<file path="config.mk">
export PLATFORM = sky130hd
export DESIGN_NAME = twil_cell
export DESIGN_NICKNAME = d
export VERILOG_FILES = /design/src/design/twil_pkg.sv /design/src/design/twil_cell.sv
export SDC_FILE = /design/constraint.sdc
export NUM_CORES = 1
export LEC_CHECK = 0
export BUFFER_PORTS_ARGS = -buffer_cell sky130_fd_sc_hd__buf_2
export CAP_MARGIN = 30
export CORE_UTILIZATION = 29
export CTS_BUF_LIST = sky130_fd_sc_hd__clkbuf_8
export CTS_CLUSTER_SIZE = 30
export DETAILED_ROUTE_END_ITERATION = 16
export GPL_TIMING_DRIVEN = 0
export PLACE_DENSITY = 0.67
export SYNTH_ARGS = -nofsm -noshare
export SYNTH_HDL_FRONTEND = slang
export SYNTH_SLANG_ARGS = --single-unit
</file>
<file path="constraint.sdc">
create_clock -name clk -period 4.4 [get_ports clk]
set_clock_uncertainty 0.2 [all_clocks]
set_input_delay 0.88 -clock clk [delete_from_list [all_inputs] [get_ports clk]]
set_output_delay 0.88 -clock clk [all_outputs]
set_load 0.01 [all_outputs]
</file>
<file path="src/design/twil_pkg.sv">
// ----------------------------------------------------------------------------
// Trie word insert/lookup package
// Shared widths, defaults and operation codes.
// ----------------------------------------------------------------------------
`default_nettype none

package twil_pkg;

  localparam int MAX_NODES_DEF = 256;
  localparam int SYM_W         = 8;
  localparam int LIMIT_W       = 9;
  localparam int COUNT_W       = 9;

  localparam logic [LIMIT_W-1:0] NODE_LIMIT_RST = 9'd256;

  localparam logic OP_LOOKUP = 1'b0;
  localparam logic OP_INSERT = 1'b1;

endpackage

`default_nettype wire

</file>
<file path="src/design/twil_cell.sv">
// ----------------------------------------------------------------------------
// Trie node cell
// Holds one node (parent, letter, final mark) and one stage of the search
// token chain; a passing token picks up this node on a child match.
// ----------------------------------------------------------------------------
`default_nettype none

module twil_cell
  import twil_pkg::*;
#(
  parameter int INDEX = 1,
  parameter int IDX_W = 8,
  parameter int CNT_W = 9
) (
  input  wire logic             clk,
  input  wire logic             rst,
  input  wire logic             tok_in_valid,
  input  wire logic [IDX_W-1:0] tok_in_parent,
  input  wire logic [SYM_W-1:0] tok_in_letter,
  input  wire logic             tok_in_hit,
  input  wire logic [IDX_W-1:0] tok_in_idx,
  input  wire logic             tok_in_fin,
  output logic                  tok_out_valid,
  output logic      [IDX_W-1:0] tok_out_parent,
  output logic      [SYM_W-1:0] tok_out_letter,
  output logic                  tok_out_hit,
  output logic      [IDX_W-1:0] tok_out_idx,
  output logic                  tok_out_fin,
  input  wire logic [CNT_W-1:0] next_free,
  input  wire logic             wr_en,
  input  wire logic [IDX_W-1:0] wr_idx,
  input  wire logic [IDX_W-1:0] wr_parent,
  input  wire logic [SYM_W-1:0] wr_letter,
  input  wire logic             mark_en,
  input  wire logic [IDX_W-1:0] mark_idx
);

  localparam logic [IDX_W-1:0] MY_IDX = IDX_W'(INDEX);
  localparam logic [CNT_W-1:0] MY_CNT = CNT_W'(INDEX);

  logic [IDX_W-1:0] parent;
  logic [SYM_W-1:0] letter;
  logic             fin;
  logic             allocated;
  logic             match;

  assign allocated = MY_CNT < next_free;
  assign match = tok_in_valid && !tok_in_hit && allocated &&
                 (parent == tok_in_parent) && (letter == tok_in_letter);

  always_ff @(posedge clk) begin
    if (wr_en && (wr_idx == MY_IDX)) begin
      parent <= wr_parent;
      letter <= wr_letter;
      fin    <= 1'b0;
    end else if (mark_en && (mark_idx == MY_IDX)) begin
      fin <= 1'b1;
    end
  end

  always_ff @(posedge clk) begin
    if (rst) begin
      tok_out_valid <= 1'b0;
    end else begin
      tok_out_valid <= tok_in_valid;
    end
  end

  always_ff @(posedge clk) begin
    tok_out_parent <= tok_in_parent;
    tok_out_letter <= tok_in_letter;
    if (match) begin
      tok_out_hit <= 1'b1;
      tok_out_idx <= MY_IDX;
      tok_out_fin <= fin;
    end else begin
      tok_out_hit <= tok_in_hit;
      tok_out_idx <= tok_in_idx;
      tok_out_fin <= tok_in_fin;
    end
  end

endmodule

`default_nettype wire

</file>
==> flow_metrics.tcl <==
set metrics [dict create \
    cts_root_buf "clkbuf_8" \
    drive_gt1_share_pct 60.51 \
    synth-seq-cells 44 \
    num_vias 1025 \
    hp-start "fin$_SDFFE_PP0P_" \
    synth_cell_type_count 18 \
    cellPowerDensity_nw_per_um2 361.7 \
    core-area_um2 4504 \
    netlist_instances 88 \
    grt.total_usage_pct 11.16 \
    post_cts_buffers 0 \
    required_ns 4.38 \
    grt_first_pass_wirelength_mm 4.153 \
    clk_latency_ns 0.29 \
    whs_endpoint "fin$_SDFFE_PP0P_" \
    power.leakage_uw 0.0009271 \
    viasPerCell 4.150 \
    cpPeakStageDelay_ns 0.54 \
    final_util_pct 45.72 \
    rrSetupSlack_ns 2.24 \
    drc 0 \
    seq_area_frac_synth_pct 74.29 \
    timing.fmax_mhz 403.3 \
    hold_class "flop to flop" \
    total_power_uw 745.0 \
    grt_overflow_total 0 \
    r2r_cells 5 \
    status "finished, final reports clean" \
    grt_antenna_before_repair 0 \
    die_y_um 71.52 \
    cts-buffers-inserted 5 \
    start_util_pct 31.11 \
    maxCapViolations 0 \
    fin_crit_sh_pct 56.36 \
    synth_nets 160 \
    yosys_warnings 0 \
    drt-initial-drc-count 16 \
    fill_cells 416 \
    worstSetupPathType "input pin to flop" \
    die_area_um2 5114 \
    routedWlPerCell_um 10.77 \
    rows 24 \
    r2r_end "tok_out_fin$_DFF_P_" \
    ir_drop_mv 0.2432 \
    drt-pass1-iter-count 4 \
    clkSlewWorstSetupHoldPaths_ns 0.08 \
    io-pin-count 99 \
    cp.arrival_ns 2.46 \
    ctsResizeCount 0 \
    ant_nets 0 \
    grt_max_degree 15 \
    hold_viol 0 \
    nets 266 \
    rsz0062_at_grt "false" \
    max_slew_margin_pct 65.60 \
    syn_area_um2 1401 \
    cts_tree "built" \
    cp_max_fo 10 \
    path_cells "buf_2 -> xor2_1 -> a211oi_1 -> nand4_1 -> nor4_4 -> mux2_4" \
    dp_hpwl_mm 2.213 \
    hold_buffers 0 \
    critPathLaunchType "input pin" \
    n_antenna_cell 0 \
    first_global_vias 980 \
    place_ws_ns 1.524 \
    drv_slew 0 \
    timing.rr.start "letter[6]$_DFFE_PP_" \
    finalSetupViolations 0 \
    die_x_um 71.52 \
    crit_slowest_cell "nor4_4" \
    min_period_ns 2.480 \
    cts.htree.levels 2 \
    cts_max_path_buffers 2 \
    hold_path_depth 2 \
    final.setup.worst_slack_ns 1.920 \
    wl_mm 2.660 \
    cp-end-kind "flop" \
    worst_pin_slew_ns 0.5122 \
    numClockSinks 44 \
    avgSynthCellArea_um2 15.92 \
    port_buffers 97 \
    area_growth_syn_to_layout_pct 46.96 \
    gp_routability_congestion 0.7099 \
]
[worst max path at each step]
stage	startpoint	to	slack, ns	depth (start not counted)
final	tok_in_letter[6]	tok_out_fin$_DFF_P_	1.92	6
after detailed placement	tok_in_parent[6]	tok_out_fin$_DFF_P_	1.52	6
after global routing	tok_in_parent[6]	tok_out_fin$_DFF_P_	1.77	6
after global placement	wr_idx[1]	letter[5]$_DFFE_PP_	-0.04	4
after CTS	tok_in_parent[6]	tok_out_fin$_DFF_P_	1.83	6
after floorplan	wr_idx[1]	letter[0]$_DFFE_PP_	0.87	3
[cells in the mapped netlist]
master	instances	area, um^2
nor2_1	2	7.510
nand3b_1	1	7.510
a211oi_1	1	7.510
nor3b_1	2	15.01
or2_2	2	12.51
and2b_2	7	61.31
nor4_1	3	18.77
xor2_1	3	26.28
a31oi_1	1	6.260
mux2_4	1	15.01
edfxtp_1	16	480.5
nand3_1	1	5.000
nor4_4	1	21.27
nor4b_1	2	17.52
nor2b_1	1	6.260
xnor2_1	13	113.9
dfxtp_1	28	560.5
nand4_1	3	18.77
[through the flow]
stage | area [um^2] | hold WS, ns | instances | setup TNS [ns]
after global placement | 1952 | 0.2620 | 237 | -0.5677
after floorplan | 1401 | 0.2371 | 88 | 0
after global routing | 2059 | 0.3221 | 247 | 0
final | 2059 | 0.2792 | 247 | 0
after detailed placement | 1973 | 0.2670 | 239 | 0
after CTS | 2059 | 0.2885 | 247 | 0
[cells by family after synthesis]
| kind of cell | after synthesis | share of synthesized area [%] |
|---|---|---|
| xor+xnor | 16 | 10.00 |
| mux | 1 | 1.071 |
| flops | 44 | 74.29 |
| compound gates | 2 | 0.9826 |
| simple gates | 25 | 13.66 |
[final cells by class]
class	count	area [um^2]	share of cell area, %
clock buffer	5	68.82	3.341
multi-input combinational	44	366.6	17.80
clock inverter	3	17.52	0.8505
sequential	44	1041	50.55
timing repair buffer	99	500.5	24.30
tap	52	65.06	3.159
[metal layers]
| layer | global-route usage (%) | up-vias | wire (um) |
|---|---|---|---|
| met5 | 0 | - | 0 |
| met4 | 5.882 | 0 | 49 |
| met3 | 4.079 | 5 | 212 |
| met2 | 19.47 | 65 | 1340 |
| met1 | 11.81 | 436 | 1058 |
| li1 | - | 519 | - |
[placed cells by master (no fill, tap or decap)]
cell and instances:
clkinv_1 1, or2_2 2, nor2_1 2, dfxtp_1 28, nand3_1 1, buf_4 2
edfxtp_1 16, nor4_1 2, nand4_1 3, nand3b_1 1, and2b_2 7, xor2_1 3
a211oi_1 1, a31oi_1 1, nor4b_1 2, clkinvlp_4 1, nor4_2 1, clkbuf_8 5
xnor2_1 13, nor2b_1 1, inv_4 1, nor4_4 1, nor3b_1 2, mux2_4 1
buf_2 97
[critical path: cells and delay by family]
kind / cells / cell delay (ns)
compound gates: 1 / 0.23
xor+xnor: 1 / 0.16
buf+inv: 1 / 0.11
mux: 1 / 0.34
simple gates: 2 / 0.75
[registers in the layout, indices dropped and copies added, names as in the netlist]
name and count:
tok_out_parent 8, tok_out_idx 8, letter 8, tok_out_letter 8, fin 1, tok_out_valid 1, tok_out_hit 1, tok_out_fin 1
parent 8
[power breakdown]
part,leakage (uW),internal [uW],switching [uW],total [uW]
Clock,0.0000421,110,129,239
Combinational,0.000505,40.7,27.5,68.2
Sequential,0.000380,435,2.95,438
Note: power is estimated with default switching activity, not from simulation.
